**src/rtl/hstep_pkg.sv**
```systemverilog
package hstep_pkg;

  localparam int unsigned CountW = 16;
  localparam int unsigned CoilW  = 4;
  localparam int unsigned PhaseW = 3;

  localparam logic REQ_MOVE = 1'b0;
  localparam logic REQ_TICK = 1'b1;

  localparam logic [CoilW-1:0]  SETUP_COILS   = 4'h8;
  localparam logic [PhaseW-1:0] PHASE_FWD_START = 3'd0;
  localparam logic [PhaseW-1:0] PHASE_REV_START = 3'd7;

  typedef struct packed {
    logic              req_type;
    logic              direction;
    logic [CountW-1:0] step_count;
    logic [CountW-1:0] hold_ms;
  } in_item_t;

  typedef struct packed {
    logic [CoilW-1:0] coils;
    logic             enable;
    logic             busy_res;
    logic             done_res;
  } out_item_t;

  // coil flipped when leaving a given phase
  function automatic logic [CoilW-1:0] toggle_mask(input logic [PhaseW-1:0] ph);
    logic [CoilW-1:0] m;
    case (ph)
      3'd0: m = 4'h2;
      3'd1: m = 4'h8;
      3'd2: m = 4'h4;
      3'd3: m = 4'h2;
      3'd4: m = 4'h1;
      3'd5: m = 4'h4;
      3'd6: m = 4'h8;
      3'd7: m = 4'h1;
      default: m = 4'h0;
    endcase
    return m;
  endfunction

endpackage

```
**src/rtl/hstep_ifs.sv**
```systemverilog
interface hstep_in_if;
  logic                          valid;
  logic                          ready;
  logic                          req_type;
  logic                          direction;
  logic [hstep_pkg::CountW-1:0]  step_count;
  logic [hstep_pkg::CountW-1:0]  hold_ms;

  modport source (output valid, req_type, direction, step_count, hold_ms, input ready);
  modport sink   (input valid, req_type, direction, step_count, hold_ms, output ready);
endinterface

interface hstep_out_if;
  logic                         valid;
  logic                         ready;
  logic [hstep_pkg::CoilW-1:0]  coils;
  logic                         enable;
  logic                         busy_res;
  logic                         done_res;

  modport source (output valid, coils, enable, busy_res, done_res, input ready);
  modport sink   (input valid, coils, enable, busy_res, done_res, output ready);
endinterface

```
**src/rtl/hstep_in_stage.sv**
```systemverilog
module hstep_in_stage (
  input  logic                clk,
  input  logic                rst,
  hstep_in_if.sink            cmd,
  input  logic                down_ready,
  output logic                valid,
  output hstep_pkg::in_item_t item
);

  assign cmd.ready = !valid || down_ready;

  always_ff @(posedge clk) begin
    if (rst) begin
      valid <= 1'b0;
    end else if (cmd.ready) begin
      valid <= cmd.valid;
    end
  end

  always_ff @(posedge clk) begin
    if (cmd.valid && cmd.ready) begin
      item.req_type   <= cmd.req_type;
      item.direction  <= cmd.direction;
      item.step_count <= cmd.step_count;
      item.hold_ms    <= cmd.hold_ms;
    end
  end

endmodule

```
**src/rtl/hstep_core.sv**
```systemverilog
module hstep_core (
  input  logic                 clk,
  input  logic                 rst,
  input  logic                 fire,
  input  hstep_pkg::in_item_t  item,
  output hstep_pkg::out_item_t result
);

  logic [hstep_pkg::CoilW-1:0]  coil_pattern, coil_pattern_next;
  logic [hstep_pkg::PhaseW-1:0] phase, phase_next;
  logic                         setup_pending, setup_pending_next;
  logic [hstep_pkg::CountW-1:0] steps_left, steps_left_next;
  logic [hstep_pkg::CountW-1:0] hold_left, hold_left_next;
  logic [hstep_pkg::CountW-1:0] hold_time, hold_time_next;
  logic                         move_forward, move_forward_next;
  logic                         running, running_next;
  logic                         done;

  always_comb begin
    coil_pattern_next  = coil_pattern;
    phase_next         = phase;
    setup_pending_next = setup_pending;
    steps_left_next    = steps_left;
    hold_left_next     = hold_left;
    hold_time_next     = hold_time;
    move_forward_next  = move_forward;
    running_next       = running;
    done               = 1'b0;

    if (item.req_type == hstep_pkg::REQ_MOVE) begin
      // commands while busy, and zero-length moves, are dropped
      if (!running && item.step_count != '0) begin
        running_next       = 1'b1;
        setup_pending_next = 1'b1;
        steps_left_next    = item.step_count;
        hold_time_next     = item.hold_ms;
        hold_left_next     = '0;
        move_forward_next  = item.direction;
        coil_pattern_next  = '0;
      end
    end else if (running) begin
      if (hold_left > hstep_pkg::CountW'(1)) begin
        hold_left_next = hold_left - hstep_pkg::CountW'(1);
      end else begin
        hold_left_next = '0;
        if (steps_left == '0) begin
          coil_pattern_next  = '0;
          running_next       = 1'b0;
          setup_pending_next = 1'b0;
          done               = 1'b1;
        end else begin
          steps_left_next = steps_left - hstep_pkg::CountW'(1);
          if (setup_pending) begin
            setup_pending_next = 1'b0;
            coil_pattern_next  = hstep_pkg::SETUP_COILS;
            phase_next = move_forward ? hstep_pkg::PHASE_FWD_START
                                      : hstep_pkg::PHASE_REV_START;
          end else begin
            coil_pattern_next = coil_pattern ^ hstep_pkg::toggle_mask(phase);
            phase_next = move_forward ? phase + hstep_pkg::PhaseW'(1)
                                      : phase - hstep_pkg::PhaseW'(1);
            hold_left_next = hold_time;
          end
        end
      end
    end

    result.coils    = coil_pattern_next;
    result.enable   = running_next;
    result.busy_res = running_next;
    result.done_res = done;
  end

  always_ff @(posedge clk) begin
    if (rst) begin
      coil_pattern  <= '0;
      phase         <= '0;
      setup_pending <= 1'b0;
      steps_left    <= '0;
      hold_left     <= '0;
      hold_time     <= '0;
      move_forward  <= 1'b0;
      running       <= 1'b0;
    end else if (fire) begin
      coil_pattern  <= coil_pattern_next;
      phase         <= phase_next;
      setup_pending <= setup_pending_next;
      steps_left    <= steps_left_next;
      hold_left     <= hold_left_next;
      hold_time     <= hold_time_next;
      move_forward  <= move_forward_next;
      running       <= running_next;
    end
  end

endmodule

```
**src/rtl/hstep_out_stage.sv**
```systemverilog
module hstep_out_stage (
  input  logic                 clk,
  input  logic                 rst,
  input  logic                 load,
  output logic                 load_ready,
  input  hstep_pkg::out_item_t item,
  hstep_out_if.source          res
);

  hstep_pkg::out_item_t held;

  assign load_ready = !res.valid || res.ready;

  always_ff @(posedge clk) begin
    if (rst) begin
      res.valid <= 1'b0;
    end else if (load_ready) begin
      res.valid <= load;
    end
  end

  always_ff @(posedge clk) begin
    if (load && load_ready) begin
      held <= item;
    end
  end

  assign res.coils    = held.coils;
  assign res.enable   = held.enable;
  assign res.busy_res = held.busy_res;
  assign res.done_res = held.done_res;

endmodule

```
**src/rtl/stepper_half_step_sequencer_top.sv**
```systemverilog
// Half-step stepper sequencer.
// Channels: cmd takes one beat per request: a move command (req_type 0, with
// direction, step_count, hold_ms) or a millisecond tick (req_type 1).
// res returns exactly one beat per cmd beat, in order: coil lines, enable,
// busy and a done pulse on the tick that ends a move.
// Path: a request is held in the input register, then the sequencer update is
// registered into the result register, which offers it on res.
// Throughput: one request per cycle while res is taken; the sequencer state is
// a handful of registers updated together each time a request fires.
// Reset (rst, synchronous): sequencer idle, its coil and enable state low, both
// pipeline registers empty.
// Stall: while res is not taken the result register holds; the input
// register still fills, and cmd.ready drops once both are occupied.
module stepper_half_step_sequencer_top (
  input  logic        clk,
  input  logic        rst,
  hstep_in_if.sink    cmd,
  hstep_out_if.source res
);

  logic                  s1_valid;
  hstep_pkg::in_item_t   s1_item;
  logic                  out_ready;
  logic                  fire;
  hstep_pkg::out_item_t  result;

  assign fire = s1_valid && out_ready;

  hstep_in_stage u_in (
    .clk        (clk),
    .rst        (rst),
    .cmd        (cmd),
    .down_ready (out_ready),
    .valid      (s1_valid),
    .item       (s1_item)
  );

  hstep_core u_core (
    .clk    (clk),
    .rst    (rst),
    .fire   (fire),
    .item   (s1_item),
    .result (result)
  );

  hstep_out_stage u_out (
    .clk        (clk),
    .rst        (rst),
    .load       (fire),
    .load_ready (out_ready),
    .item       (result),
    .res        (res)
  );

endmodule

```
**src/flat_wrapper.sv**
```systemverilog
// flat-port wrapper written by rule: the top's interface ports become plain ports
module stepper_half_step_sequencer_top_flat 
  (clk, rst, cmd_valid, cmd_req_type, cmd_direction, cmd_step_count, cmd_hold_ms, cmd_ready, res_valid, res_coils, res_enable, res_busy_res, res_done_res, res_ready);
  hstep_in_if cmd_i ();
  hstep_out_if res_i ();
  input  logic clk;
  input  logic rst;
  input wire logic [$bits(cmd_i.valid)-1:0] cmd_valid;
  input wire logic [$bits(cmd_i.req_type)-1:0] cmd_req_type;
  input wire logic [$bits(cmd_i.direction)-1:0] cmd_direction;
  input wire logic [$bits(cmd_i.step_count)-1:0] cmd_step_count;
  input wire logic [$bits(cmd_i.hold_ms)-1:0] cmd_hold_ms;
  output wire logic [$bits(cmd_i.ready)-1:0] cmd_ready;
  output wire logic [$bits(res_i.valid)-1:0] res_valid;
  output wire logic [$bits(res_i.coils)-1:0] res_coils;
  output wire logic [$bits(res_i.enable)-1:0] res_enable;
  output wire logic [$bits(res_i.busy_res)-1:0] res_busy_res;
  output wire logic [$bits(res_i.done_res)-1:0] res_done_res;
  input wire logic [$bits(res_i.ready)-1:0] res_ready;
  assign cmd_i.valid = cmd_valid;
  assign cmd_i.req_type = cmd_req_type;
  assign cmd_i.direction = cmd_direction;
  assign cmd_i.step_count = cmd_step_count;
  assign cmd_i.hold_ms = cmd_hold_ms;
  assign cmd_ready = cmd_i.ready;
  assign res_valid = res_i.valid;
  assign res_coils = res_i.coils;
  assign res_enable = res_i.enable;
  assign res_busy_res = res_i.busy_res;
  assign res_done_res = res_i.done_res;
  assign res_i.ready = res_ready;
  stepper_half_step_sequencer_top u_core (.clk(clk), .rst(rst), .cmd(cmd_i), .res(res_i));
endmodule
```
**config.mk**
```make
export PLATFORM = sky130hd
export DESIGN_NAME = stepper_half_step_sequencer_top_flat
export DESIGN_NICKNAME = d
export VERILOG_FILES = /design/src/rtl/hstep_pkg.sv /design/src/rtl/hstep_ifs.sv /design/src/rtl/hstep_in_stage.sv /design/src/rtl/hstep_core.sv /design/src/rtl/hstep_out_stage.sv /design/src/rtl/stepper_half_step_sequencer_top.sv /design/src/flat_wrapper.sv
export SDC_FILE = /design/constraint.sdc
export NUM_CORES = 1
export LEC_CHECK = 0
export BUFFER_PORTS_ARGS = -buffer_cell sky130_fd_sc_hd__buf_2
export CAP_MARGIN = 20
export CORE_ASPECT_RATIO = 1.4
export CORE_MARGIN = 2
export CORE_UTILIZATION = 25
export CTS_CLUSTER_DIAMETER = 80
export DETAILED_ROUTE_END_ITERATION = 8
export PLACE_DENSITY = 0.39
export SYNTH_ARGS = -nofsm -noshare
export SYNTH_HDL_FRONTEND = slang
export SYNTH_SLANG_ARGS = --single-unit
```
**constraint.sdc**
```tcl
create_clock -name clk -period 4.3 [get_ports clk]
set_input_delay 0.645 -clock clk [delete_from_list [all_inputs] [get_ports clk]]
set_output_delay 0.645 -clock clk [all_outputs]
set_load 0.1 [all_outputs]
```
==> flow_summary.json <==
{
  "outcome": "complete, no violations",
  "antenna_found_initial": 0,
  "finalCritPeriodShare": 0.779,
  "setup_viol": 0,
  "synthTopCellsByCount": "81 x nand2_1, 64 x dfxtp_1, 51 x a21oi_1",
  "ys_seq_elements": 104,
  "drc": 0,
  "avgSynthCellArea_um2": 9.61,
  "gr-usage-all-layers": 0.131,
  "worst-r2r-setup-slack_ps": 950,
  "ios": 47,
  "synth_nets": 549,
  "cts_tree": "built",
  "rsz0062_at_grt": "false",
  "n_antenna_cell": 0,
  "clock-root-buffer": "clkbuf_16",
  "hold_viol": 0,
  "die_x_um": 122,
  "grt_first_pass_wirelength_um": 21200,
  "drive_above_1_share": 0.173,
  "skew_ps": 9.05,
  "finalCriticalPeriod_ps": 3350,
  "ctsHoldBuffers": 0,
  "powerDensity_nw_per_um2": 412,
  "synth-warning-count": 0,
  "synth_edf_count": 40,
  "gr-total-overflow": 0,
  "synth_top_area_cell": "dfxtp_1",
  "num-nets-final": 587,
  "rr_worst_depth": 9,
  "cp_num_buf_inv": 1,
  "path_common_cell": "ha_1",
  "synth_top_area_frac": 0.264,
  "fmaxAchievable_mhz": 298,
  "dr.first_iter.drc_count": 240,
  "worstHoldStart": "u_core.u_core.hold_time[14]",
  "hp-class": "flop to flop",
  "netlist_instances": 505,
  "die_area_um2": 20600,
  "worstPathCellList": "inv_1 > ha_1 > or3b_1 > or4_1 > o2111ai_4 > nand2_1 > a21o_1 > ha_1 > mux2_1",
  "io_buffer_count": 46,
  "drt-total-wl_um": 13100,
  "numCtsBuffers": 9,
  "fin_util": 0.298,
  "grt_pass1_vias": 3935,
  "ctsResizeCount": 0,
  "endpoint_kind": "flop",
  "grt_max_degree": 52,
  "cts.htree.levels": 3,
  "cp_slowest_stage_delay_ps": 700,
  "async_flop_share": 0,
  "coreArea_um2": 19100,
  "placed_cells": 780,
  "fin_cells": 796,
  "slew-limit-headroom": 0.369,
  "post_cts_buffers": 0,
  "netlist_top_cells_area": "dfxtp_1 26%, edfxtp_1 25%, nand2_1 6.3%, a21oi_1 5.3%, o32ai_1 2.3%",
  "fp.dieH_um": 169,
  "vias_per_cell": 5.04,
  "seq_area_frac_synth": 0.511,
  "start_kind": "flop",
  "whs_endpoint": "u_core.u_core.hold_time[14]",
  "clkLatencyLatePin_ps": 350,
  "final.setup.tns_ps": 0,
  "syn_area_um2": 4850,
  "ir_drop_v": 0.000172,
  "tightest_slew_ps": 947,
  "path_delay_family": "simple AND/OR/NAND/NOR gates",
  "vias": 4014,
  "hpwl_um": 9100,
  "worstSetupPathType": "flop to flop",
  "clk_pin_slew_ps": 70,
  "antenna_left": 0,
  "worst-path-max-fanout": 18,
  "synth_most_common_cell": "nand2_1",
  "dr.pass1.iters": 4,
  "hold_path_depth": 2,
  "cts.sinks": 104,
  "drv_slew": 0,
  "start_util": 0.254,
  "cts_max_path_buffers": 2,
  "worst_ep_required_time_ps": 4530,
  "cap_viol_max_count": 0,
  "synth_top_flop_cell": "dfxtp_1",
  "r2r_start": "u_core.u_core.steps_left[0]",
  "rows": 60,
  "area_delta_synth_final_pct": 17.5,
  "gp_congestion": 0.763,
  "routedWlPerCell_um": 16.5,
  "p_leak_nw": 2.04,
  "worstPathArrival_ps": 3580,
  "ys_types": 67,
  "critPathSlowestCell": "or4_1"
}
sequential cells by signal, summed over array words and instances (netlist names), 3 cells and up, named ones only:
name,count
u_core.u_core.phase,3
u_core.u_core.steps_left,16
u_core.u_core.hold_left,16
u_core.u_in.item,34
u_core.u_core.hold_time,16
u_core.u_out.res.coils,4
u_core.u_core.coil_pattern,4
per-layer routing:
layer  global-route usage  wire, um
met5                    0         0
met1                0.177      6160
met2                0.215      6370
met4               0.0420       133
met3               0.0189       468
kinds of logic after synthesis:
group | share of synthesized area
and+or+nand+nor | 0.173
DFF | 0.511
adders and majority gates | 0.0170
buffers and inverters | 0.0428
xor gates and xnor gates | 0.0126
muxes | 0.0165
AOI/OAI and AO/OA | 0.226
worst register-to-register path, stage by stage, from the launching register on:
cell       delay [ps]
dfxtp_1           340
inv_1              90
ha_1              180
or3b_1            520
or4_1             710
o2111ai_4         550
nand2_1           190
a21o_1            200
ha_1              200
mux2_1            280
how the worst max path moves through the flow:
| stage | from | endpoint | depth (start not counted) |
|---|---|---|---|
| after floorplan | u_core.u_out.res.valid | u_core.u_in.item[0] | 3 |
| after global placement | u_core.u_core.steps_left[0] | flop | 9 |
| after detailed placement | u_core.u_core.steps_left[0] | flop | 9 |
| after CTS | u_core.u_core.steps_left[0] | flop | 9 |
| after global routing | u_core.u_core.steps_left[0] | flop | 9 |
| final | u_core.u_core.steps_left[0] | flop | 9 |
power breakdown:
group | total [mW] | internal, mW | switching (mW)
logic | 0.336 | 0.112 | 0.225
registers | 1.09 | 1.06 | 0.0290
clock network | 0.922 | 0.533 | 0.389
per-stage QoR:
step	hold slack [ps]	instance area (um^2)	setup WS [ps]	power [mW]
6_report	462	5700	949	2.35
5_1_grt	453	5700	732	2.45
4_1_cts	455	5700	949	2.38
3_5_place_dp	455	5370	963	1.46
3_3_place_gp	455	5370	1050	1.45
2_1_floorplan	434	4850	1300	1.35
area by class of cell:
cell class                      count  area [um^2]
Sequential cell                   104         2480
Inverter                           19         71.3
Clock inverter                      5         86.3
Timing Repair Buffer               59          328
Clock buffer                       11          243
Fill cell                        2025        13400
Multi-Input combinational cell    350         2180
Tap cell                          248          310
cells in the final DEF, fill, tap and decap left out, types with 13 or more instances in the layout:
| cell | Yosys | layout |
|---|---|---|
| nand2_1 | 81 | 81 |
| dfxtp_1 | 64 | 64 |
| a21oi_1 | 51 | 51 |
| buf_2 | 4 | 46 |
| edfxtp_1 | 40 | 40 |
| nor2_1 | 23 | 23 |
| inv_1 | 17 | 17 |
| o21ai_0 | 17 | 17 |
| nor3_1 | 17 | 16 |
| o32ai_1 | 13 | 13 |
| buf_4 | 1 | 13 |
Power figures use the tool's default switching activity.
